### config.mk
export PLATFORM = sky130hd
export DESIGN_NAME = region_table_access_splitter_unit_flat
export DESIGN_NICKNAME = d
export VERILOG_FILES = /design/src/sv/rtas_pkg.sv /design/src/sv/rtas_req_if.sv /design/src/sv/rtas_rsp_if.sv /design/src/sv/rtas_cell.sv /design/src/sv/region_table_access_splitter_unit.sv /design/src/flat_wrapper.sv
export SDC_FILE = /design/constraint.sdc
export NUM_CORES = 2
export LEC_CHECK = 0
export ABC_CLOCK_PERIOD_IN_PS = 22800
export BUFFER_PORTS_ARGS = -buffer_cell sky130_fd_sc_hd__buf_4
export CAP_MARGIN = 40
export CORE_MARGIN = 8
export CORE_UTILIZATION = 65
export DETAILED_ROUTE_END_ITERATION = 8
export GPL_ROUTABILITY_DRIVEN = 0
export GPL_TIMING_DRIVEN = 0
export HOLD_SLACK_MARGIN = 0.15
export PLACE_DENSITY = 0.84
export SYNTH_ARGS = -nofsm -noshare
export SYNTH_HDL_FRONTEND = slang
export SYNTH_HIERARCHICAL = 1
export SYNTH_SLANG_ARGS = --single-unit
### constraint.sdc
create_clock -name clk -period 22.8 [get_ports clk]
set_input_delay 2.28 -clock clk [delete_from_list [all_inputs] [get_ports clk]]
set_output_delay 2.28 -clock clk [all_outputs]
set_load 0.03 [all_outputs]
### src/sv/rtas_pkg.sv
package rtas_pkg;

	// default table depth
	localparam int NUM_REGIONS_DEF = 8;

	// fixed field widths
	localparam int TAG_W  = 16;
	localparam int ADDR_W = 32;

	typedef enum logic [1:0] {
		ACT_ADD    = 2'd0,
		ACT_REMOVE = 2'd1,
		ACT_READ   = 2'd2,
		ACT_WRITE  = 2'd3
	} action_t;

	typedef enum logic [1:0] {
		STS_OK           = 2'd0,
		STS_OUT_OF_RANGE = 2'd1,
		STS_FULL         = 2'd2,
		STS_NOT_FOUND    = 2'd3
	} status_t;

	typedef enum logic [1:0] {
		S_IDLE,
		S_WALK,
		S_FIN
	} fsm_t;

	// one table entry as held in a cell
	typedef struct packed {
		logic [TAG_W-1:0]  tag;
		logic [ADDR_W-1:0] size;
	} entry_t;

	// control broadcast to every cell
	typedef struct packed {
		logic shift;  // move one place toward the head
		logic drop;   // shift without wrap: head entry is discarded
		logic load;   // append into the cell at the current count
	} cell_ctl_t;

endpackage

### src/sv/rtas_req_if.sv
interface rtas_req_if;
	import rtas_pkg::*;

	logic              valid;
	logic              ready;
	logic [1:0]        action;
	logic [TAG_W-1:0]  region_tag;
	logic [ADDR_W-1:0] amount;
	logic [ADDR_W-1:0] address;

	modport source (output valid, output action, output region_tag, output amount,
		output address, input ready);
	modport sink (input valid, input action, input region_tag, input amount,
		input address, output ready);
endinterface

### src/sv/rtas_rsp_if.sv
interface rtas_rsp_if;
	import rtas_pkg::*;

	logic              valid;
	logic              ready;
	logic [1:0]        status;
	logic [TAG_W-1:0]  segment_tag;
	logic [ADDR_W-1:0] segment_offset;
	logic [ADDR_W-1:0] segment_length;
	logic              is_write;
	logic              last;

	modport source (output valid, output status, output segment_tag,
		output segment_offset, output segment_length, output is_write, output last,
		input ready);
	modport sink (input valid, input status, input segment_tag,
		input segment_offset, input segment_length, input is_write, input last,
		output ready);
endinterface

### src/sv/rtas_cell.sv
module rtas_cell #(
	parameter int NUM_REGIONS = rtas_pkg::NUM_REGIONS_DEF,
	parameter int IDX         = 0
) (
	input  logic                                  clk,
	input  rtas_pkg::cell_ctl_t                   ctl,
	input  logic [$clog2(NUM_REGIONS+1)-1:0]      count,
	input  rtas_pkg::entry_t                      next,
	input  rtas_pkg::entry_t                      head,
	input  rtas_pkg::entry_t                      load_data,
	output rtas_pkg::entry_t                      ent
);
	import rtas_pkg::*;

	localparam int CW = $clog2(NUM_REGIONS+1);
	localparam logic [CW-1:0] POS  = CW'(IDX);
	localparam logic [CW-1:0] WRAP = CW'(IDX + 1);

	entry_t ent_q;

	// append, or move toward the head; the last live cell wraps the head around
	always_ff @(posedge clk) begin
		if (ctl.load && count == POS) begin
			ent_q <= load_data;
		end else if (ctl.shift) begin
			if (!ctl.drop && count == WRAP) begin
				ent_q <= head;
			end else begin
				ent_q <= next;
			end
		end
	end

	assign ent = ent_q;

endmodule

### src/sv/region_table_access_splitter_unit.sv
// Channel | Dir | Modport        | Word
// req     | in  | rtas_req_if    | action, region_tag, amount, address
// rsp     | out | rtas_rsp_if    | status, segment_tag, segment_offset, segment_length,
//         |     |                | is_write, last
//
// Add and zero-length split: answered straight into the output register on acceptance.
// Remove and split: the cell ring rotates once per live entry in S_WALK, then S_FIN
// ends the item; a step that produces a segment waits for the output register.
// Reset clears the entry count and control; table contents stay undefined.
// A stalled rsp freezes the ring only on a step that produces a segment.
module region_table_access_splitter_unit #(
	parameter int NUM_REGIONS = rtas_pkg::NUM_REGIONS_DEF
) (
	input logic       clk,
	input logic       arst_n,
	rtas_req_if.sink  req,
	rtas_rsp_if.source rsp
);
	import rtas_pkg::*;

	localparam int CW = $clog2(NUM_REGIONS+1);
	localparam logic [CW-1:0] FULL_CNT = CW'(NUM_REGIONS);

	entry_t    ent [NUM_REGIONS];
	entry_t    head;
	entry_t    load_data;
	cell_ctl_t ctl;

	fsm_t              state_q, state_d;
	logic [CW-1:0]     count_q, len_q, step_q;
	logic [ADDR_W:0]   cur_q, base_q;
	logic [ADDR_W-1:0] rest_q;
	logic [TAG_W-1:0]  tag_q;
	logic              wr_q, is_rm_q, fin_q, found_q;

	logic              out_valid_q;
	status_t           o_status_q, o_status_d;
	logic [TAG_W-1:0]  o_tag_q, o_tag_d;
	logic [ADDR_W-1:0] o_off_q, o_off_d, o_len_q, o_len_d;
	logic              o_wr_q, o_wr_d, o_last_q, o_last_d;
	logic              out_load;

	logic              slot_free, accept, walking, step_go, hit, match, seg_last;
	logic              is_split;
	logic [ADDR_W+1:0] end_w, room;
	logic [ADDR_W-1:0] seg_len, seg_off;
	logic [ADDR_W:0]   base_nx;

	// ring of cells
	assign load_data = '{tag: req.region_tag, size: req.amount};
	assign head      = ent[0];

	for (genvar i = 0; i < NUM_REGIONS; i++) begin : g_cell
		rtas_cell #(.NUM_REGIONS(NUM_REGIONS), .IDX(i)) u_cell (
			.clk       (clk),
			.ctl       (ctl),
			.count     (count_q),
			.next      ((i == NUM_REGIONS - 1) ? ent[i] : ent[(i + 1) % NUM_REGIONS]),
			.head      (head),
			.load_data (load_data),
			.ent       (ent[i])
		);
	end

	// handshake
	assign slot_free = !out_valid_q || rsp.ready;
	assign req.ready = (state_q == S_IDLE) && slot_free;
	assign accept    = req.valid && req.ready;
	assign is_split  = (req.action == ACT_READ) || (req.action == ACT_WRITE);

	// segment math against the head entry
	assign end_w    = {1'b0, base_q} + {2'b00, head.size};
	assign hit      = !is_rm_q && !fin_q && !cur_q[ADDR_W] && ({1'b0, cur_q} < end_w);
	assign room     = end_w - {1'b0, cur_q};
	assign seg_last = ({2'b00, rest_q} <= room);
	assign seg_len  = seg_last ? rest_q : room[ADDR_W-1:0];
	assign seg_off  = cur_q[ADDR_W-1:0] - base_q[ADDR_W-1:0];
	// bases at or past 4 GiB can never be hit, so saturate there
	assign base_nx  = (end_w[ADDR_W+1] || end_w[ADDR_W]) ? {1'b1, {ADDR_W{1'b0}}}
		: end_w[ADDR_W:0];
	assign match    = is_rm_q && !found_q && (head.tag == tag_q);

	assign walking  = (state_q == S_WALK) && (step_q != len_q);
	assign step_go  = walking && (!hit || slot_free);

	// next state
	always_comb begin
		state_d = state_q;
		case (state_q)
			S_IDLE: begin
				if (accept && ((req.action == ACT_REMOVE) || (is_split && req.amount != '0)))
					state_d = S_WALK;
			end
			S_WALK: begin
				if (step_q == len_q)
					state_d = S_FIN;
			end
			S_FIN: begin
				if ((!is_rm_q && fin_q) || slot_free)
					state_d = S_IDLE;
			end
			default: state_d = S_IDLE;
		endcase
	end

	// cell control and output word
	always_comb begin
		ctl.shift  = step_go;
		ctl.drop   = step_go && match;
		ctl.load   = accept && (req.action == ACT_ADD) && (count_q != FULL_CNT);
		out_load   = 1'b0;
		o_status_d = STS_OK;
		o_tag_d    = '0;
		o_off_d    = '0;
		o_len_d    = '0;
		o_wr_d     = 1'b0;
		o_last_d   = 1'b1;
		case (state_q)
			S_IDLE: begin
				if (accept && req.action == ACT_ADD) begin
					out_load   = 1'b1;
					o_status_d = (count_q == FULL_CNT) ? STS_FULL : STS_OK;
					o_tag_d    = req.region_tag;
				end else if (accept && is_split && req.amount == '0) begin
					out_load = 1'b1;
					o_wr_d   = (req.action == ACT_WRITE);
				end
			end
			S_WALK: begin
				if (step_go && hit) begin
					out_load = 1'b1;
					o_tag_d  = head.tag;
					o_off_d  = seg_off;
					o_len_d  = seg_len;
					o_wr_d   = wr_q;
					o_last_d = seg_last;
				end
			end
			S_FIN: begin
				if (slot_free && is_rm_q) begin
					out_load   = 1'b1;
					o_status_d = found_q ? STS_OK : STS_NOT_FOUND;
					o_tag_d    = tag_q;
				end else if (slot_free && !fin_q) begin
					out_load   = 1'b1;
					o_status_d = STS_OUT_OF_RANGE;
					o_wr_d     = wr_q;
				end
			end
			default: out_load = 1'b0;
		endcase
	end

	// control registers
	always_ff @(posedge clk or negedge arst_n) begin
		if (!arst_n) begin
			state_q     <= S_IDLE;
			count_q     <= '0;
			out_valid_q <= 1'b0;
		end else begin
			state_q <= state_d;
			if (ctl.load)
				count_q <= count_q + 1'b1;
			else if (ctl.drop)
				count_q <= count_q - 1'b1;
			if (out_load)
				out_valid_q <= 1'b1;
			else if (rsp.ready)
				out_valid_q <= 1'b0;
		end
	end

	// walk registers
	always_ff @(posedge clk) begin
		if (accept) begin
			len_q   <= count_q;
			step_q  <= '0;
			cur_q   <= {1'b0, req.address};
			base_q  <= '0;
			rest_q  <= req.amount;
			tag_q   <= req.region_tag;
			wr_q    <= (req.action == ACT_WRITE);
			is_rm_q <= (req.action == ACT_REMOVE);
			fin_q   <= 1'b0;
			found_q <= 1'b0;
		end else if (step_go) begin
			step_q <= step_q + 1'b1;
			if (match)
				found_q <= 1'b1;
			if (!is_rm_q && !fin_q)
				base_q <= base_nx;
			if (hit) begin
				rest_q <= rest_q - seg_len;
				cur_q  <= end_w[ADDR_W:0];
				fin_q  <= seg_last;
			end
		end
	end

	// output register
	always_ff @(posedge clk) begin
		if (out_load) begin
			o_status_q <= o_status_d;
			o_tag_q    <= o_tag_d;
			o_off_q    <= o_off_d;
			o_len_q    <= o_len_d;
			o_wr_q     <= o_wr_d;
			o_last_q   <= o_last_d;
		end
	end

	assign rsp.valid          = out_valid_q;
	assign rsp.status         = o_status_q;
	assign rsp.segment_tag    = o_tag_q;
	assign rsp.segment_offset = o_off_q;
	assign rsp.segment_length = o_len_q;
	assign rsp.is_write       = o_wr_q;
	assign rsp.last           = o_last_q;

	// checks
	a_count_bound: assert property (@(posedge clk) disable iff (!arst_n)
		count_q <= FULL_CNT)
		else $error("entry count past table depth");

	a_no_overwrite: assert property (@(posedge clk) disable iff (!arst_n)
		out_load |-> slot_free)
		else $error("output word overwritten before taken");

	a_drop_on_remove: assert property (@(posedge clk) disable iff (!arst_n)
		ctl.drop |-> (is_rm_q && state_q == S_WALK))
		else $error("entry dropped outside a remove walk");

	a_step_bound: assert property (@(posedge clk) disable iff (!arst_n)
		(state_q == S_WALK) |-> (step_q <= len_q))
		else $error("walk ran past its length");

	a_one_drop: assert property (@(posedge clk) disable iff (!arst_n)
		ctl.drop |=> !ctl.drop)
		else $error("more than one entry removed");

endmodule
### src/flat_wrapper.sv
// flat-port wrapper written by rule: the top's interface ports become plain ports
module region_table_access_splitter_unit_flat import rtas_pkg::*;
#(
	parameter int NUM_REGIONS = rtas_pkg::NUM_REGIONS_DEF
)
  (clk, arst_n, req_valid, req_action, req_region_tag, req_amount, req_address, req_ready, rsp_valid, rsp_status, rsp_segment_tag, rsp_segment_offset, rsp_segment_length, rsp_is_write, rsp_last, rsp_ready);
  rtas_req_if req_i ();
  rtas_rsp_if rsp_i ();
  input logic clk;
  input logic arst_n;
  input wire logic [$bits(req_i.valid)-1:0] req_valid;
  input wire logic [$bits(req_i.action)-1:0] req_action;
  input wire logic [$bits(req_i.region_tag)-1:0] req_region_tag;
  input wire logic [$bits(req_i.amount)-1:0] req_amount;
  input wire logic [$bits(req_i.address)-1:0] req_address;
  output wire logic [$bits(req_i.ready)-1:0] req_ready;
  output wire logic [$bits(rsp_i.valid)-1:0] rsp_valid;
  output wire logic [$bits(rsp_i.status)-1:0] rsp_status;
  output wire logic [$bits(rsp_i.segment_tag)-1:0] rsp_segment_tag;
  output wire logic [$bits(rsp_i.segment_offset)-1:0] rsp_segment_offset;
  output wire logic [$bits(rsp_i.segment_length)-1:0] rsp_segment_length;
  output wire logic [$bits(rsp_i.is_write)-1:0] rsp_is_write;
  output wire logic [$bits(rsp_i.last)-1:0] rsp_last;
  input wire logic [$bits(rsp_i.ready)-1:0] rsp_ready;
  assign req_i.valid = req_valid;
  assign req_i.action = req_action;
  assign req_i.region_tag = req_region_tag;
  assign req_i.amount = req_amount;
  assign req_i.address = req_address;
  assign req_ready = req_i.ready;
  assign rsp_valid = rsp_i.valid;
  assign rsp_status = rsp_i.status;
  assign rsp_segment_tag = rsp_i.segment_tag;
  assign rsp_segment_offset = rsp_i.segment_offset;
  assign rsp_segment_length = rsp_i.segment_length;
  assign rsp_is_write = rsp_i.is_write;
  assign rsp_last = rsp_i.last;
  assign rsp_i.ready = rsp_ready;
  region_table_access_splitter_unit #(.NUM_REGIONS(NUM_REGIONS)) u_core (.clk(clk), .arst_n(arst_n), .req(req_i), .rsp(rsp_i));
endmodule
==> metrics.yaml <==
status: "complete, but fails checks"
violations: "DRC"
cts_setup_buffers: 0
crit_arrival_ns: 14.26
crit_path_start: "u_core/g_cell[0].u_cell/ent[0]$_DFFE_PP_"
antenna_found_initial: 0
crit_buf_inv: 5
fin_util: 0.7365
cp-start-kind: "flip-flop"
synthesis.nets: 4410
via_per_inst: 6.907
wl_per_cell_um: 22.98
drc: 6
synth-seq-cells: 601
mappedNetlistArea_um2: 38720
finalSetupViolCount: 0
yosysUniqueCellTypes: 113
wirelength_mm: 121.0
grt_pass1_wl_mm: 185.0
route.met3.wl_mm: 13.02
synth_ff_type: "edfxtp_1"
cts_tree: "yes"
ys_warn_count: 6
cts_max_level: 3
clk_latency_ns: 0.61
dieWidth_um: 260.1
r2r_slack_ns: 8.88
rsz0062_at_grt: "false"
clockBufferDepth: 3
timing.max_cap.violations: 0
async_reset_ff_frac: 0.01165
worst_ep_required_time_ns: 23.14
yosys.area.top_type: "edfxtp_1"
rr_startpoint: "u_core/g_cell[0].u_cell/ent[0]$_DFFE_PP_"
ios: 172
max_stage_delay_ns: 0.84
setup_tns_ns: 0
r2r_cells: 48
max_slew_margin: 0.3024
grt_pass1_vias: 34564
clk_pin_slew_ns: 0.06
worstMarginPinSlew_ns: 1.044
met2_length_mm: 56.86
start_util: 0.6561
dieArea_um2: 67640
synth_top_area_frac: 0.4296
finalCritPeriodShare: 0.6107
place_ws_ns: 9.499
critical-path-top-delay-family: "compound AO/OA/AOI/OAI gates"
grt_max_degree: 68
clock-skew-final_ns: 0.01822
fmax_mhz: 71.82
crit_fanout: 10
avgSynthCellArea_um2: 9.266
num_rows: 89
final_cells: 5263
postRouteAntennaNets: 0
cp-end-kind: "flip-flop"
clockRootBuffer: "clkbuf_16"
drt_iter0_drc: 4303
cp_num_cells: 48
syn_inst: 4179
syn_to_final_growth_pct: 12.25
nNetsFinal: 4672
highest_layer: "met4"
synth_edf_count: 554
grt_use_total: 0.3447
reg2reg_to: "u_core/rest_q[26]$_DFFE_PP_"
post_cts_resized: 0
numCtsBuffers: 67
antenna_cells: 0
crit_end: "u_core/rest_q[26]$_DFFE_PP_"
synth_area_leaders: "edfxtp_1, a31oi_1, nor3_1"
cts.sinks: 601
synth.most_common_cell: "edfxtp_1"
numPlacedInstances: 5145
core_area_um2: 59020
cp_slowest_cell: "a311oi_2"
met1_length_mm: 42.16
setup_ws_ns: 8.877
die_y_um: 260.1
port_buffers: 171
dp_hpwl_mm: 92.99
path_class: "reg -> reg"
seq_area_frac_synth: 0.4548
slew_viol_final: 0
dr.pass1.iters: 9
period_needed_ns: 13.92
grt-ovfl-total: 0
synth_common_cells: "edfxtp_1, nor3_1, o21ai_0"
hold_viol: 0
layout-drive-gt1-share: 0.09599
min_path_type: "reg -> reg"
vias: 36351
hold_buffers: 0
==> stage by stage <==
step / cell area, um^2 / hold WS, ns
floorplan: 38720 / 0.4692
global placement: 40970 / 0.4993
detailed placement: 41400 / 0.4999
CTS: 43470 / 0.5127
global route: 43470 / 0.5369
finish: 43470 / 0.5193
==> state kept, by name, indices dropped and copies added (netlist names), 2 cells and up <==
register	cells
u_core/g_cell.u_cell/ent	384
u_core/rest_q	32
u_core/rsp.segment_tag	16
u_core/cur_q	33
u_core/count_q	4
u_core/step_q	4
u_core/base_q	33
u_core/tag_q	16
u_core/rsp.segment_length	32
u_core/len_q	4
u_core/state_q	2
u_core/rsp.status	2
u_core/rsp.segment_offset	32
==> area by class of cell <==
| type | count | area, um^2 |
|---|---|---|
| multi-input cells | 3089 | 19110 |
| flip-flops and latches | 601 | 17610 |
| fillers | 4150 | 15550 |
| clock buffers | 90 | 1814 |
| repair buffers | 193 | 1654 |
| plain buffers | 357 | 1564 |
| well taps | 773 | 967.2 |
| inverters | 132 | 495.5 |
| clock inverters | 28 | 254.0 |
==> worst reg2reg max path, delay by kind of cell, from the launching register on <==
kind | cells | cell delay (ns)
adders and majority gates | 6 | 2.11
xor gates and xnor gates | 2 | 0.45
DFF | 1 | 0.73
buffers and inverters | 5 | 1.74
AOI/OAI and AO/OA | 28 | 7.15
and+or+nand+nor | 7 | 1.49
==> layout by cell type (no fill, tap or decap), types with 13 or more instances in the layout <==
master / instances
and2_1: 16
a21oi_1: 142
and3_1: 21
a211oi_1: 18
o21ai_1: 65
a21o_1: 54
nor3_1: 429
xnor2_1: 62
maj3_1: 15
nor2b_1: 19
xor2_1: 63
nand3b_1: 102
ha_1: 140
a31oi_1: 395
buf_6: 21
o21a_1: 14
nand4_1: 22
buf_1: 17
edfxtp_1: 554
inv_1: 131
nand2_1: 222
o21ai_0: 398
nand3_1: 318
a222oi_1: 16
o21bai_1: 13
clkbuf_1: 295
nor2_1: 201
dfxtp_1: 40
nand2b_1: 36
buf_4: 181
buf_2: 38
clkbuf_16: 68
a22o_1: 35
==> how the worst min path moves through the flow <==
stage,from,endpoint,slack (ns),depth (start not counted)
after floorplan,u_core/cur_q[32]$_SDFFE_PP0P_,u_core/cur_q[32]$_SDFFE_PP0P_,0.47,1
after global placement,u_core/cur_q[32]$_SDFFE_PP0P_,u_core/cur_q[32]$_SDFFE_PP0P_,0.50,1
after detailed placement,u_core/base_q[15]$_SDFFE_PP0P_,u_core/base_q[15]$_SDFFE_PP0P_,0.50,1
after CTS,u_core/base_q[15]$_SDFFE_PP0P_,u_core/base_q[15]$_SDFFE_PP0P_,0.51,1
after global routing,u_core/base_q[14]$_SDFFE_PP0P_,u_core/base_q[14]$_SDFFE_PP0P_,0.54,1
final,u_core/base_q[15]$_SDFFE_PP0P_,u_core/base_q[15]$_SDFFE_PP0P_,0.52,1
==> per-layer routing <==
metal | global-route usage | vias to the layer above
li1 | - | 16516
met1 | 0.3987 | 16837
met2 | 0.5795 | 2462
met3 | 0.06406 | 536
met4 | 0.2342 | 0
met5 | 0 | -
==> logic make-up (layout without fill, tap and decap cells) <==
family                     after synthesis  count (layout)  synth area share
AOI/OAI and AO/OA                     1289            1289            0.2083
xor gates and xnor gates               126             126           0.02889
adders and majority gates              166             166           0.05344
buffers and inverters                  489             800           0.05315
DFF                                    601             601            0.4548
muxes                                    9               9          0.002391
and+or+nand+nor                       1499            1499            0.1990
Power is left out: the tool's default activity adds up to more than one toggle a clock period on the data nets, which glitch-free logic cannot reach.
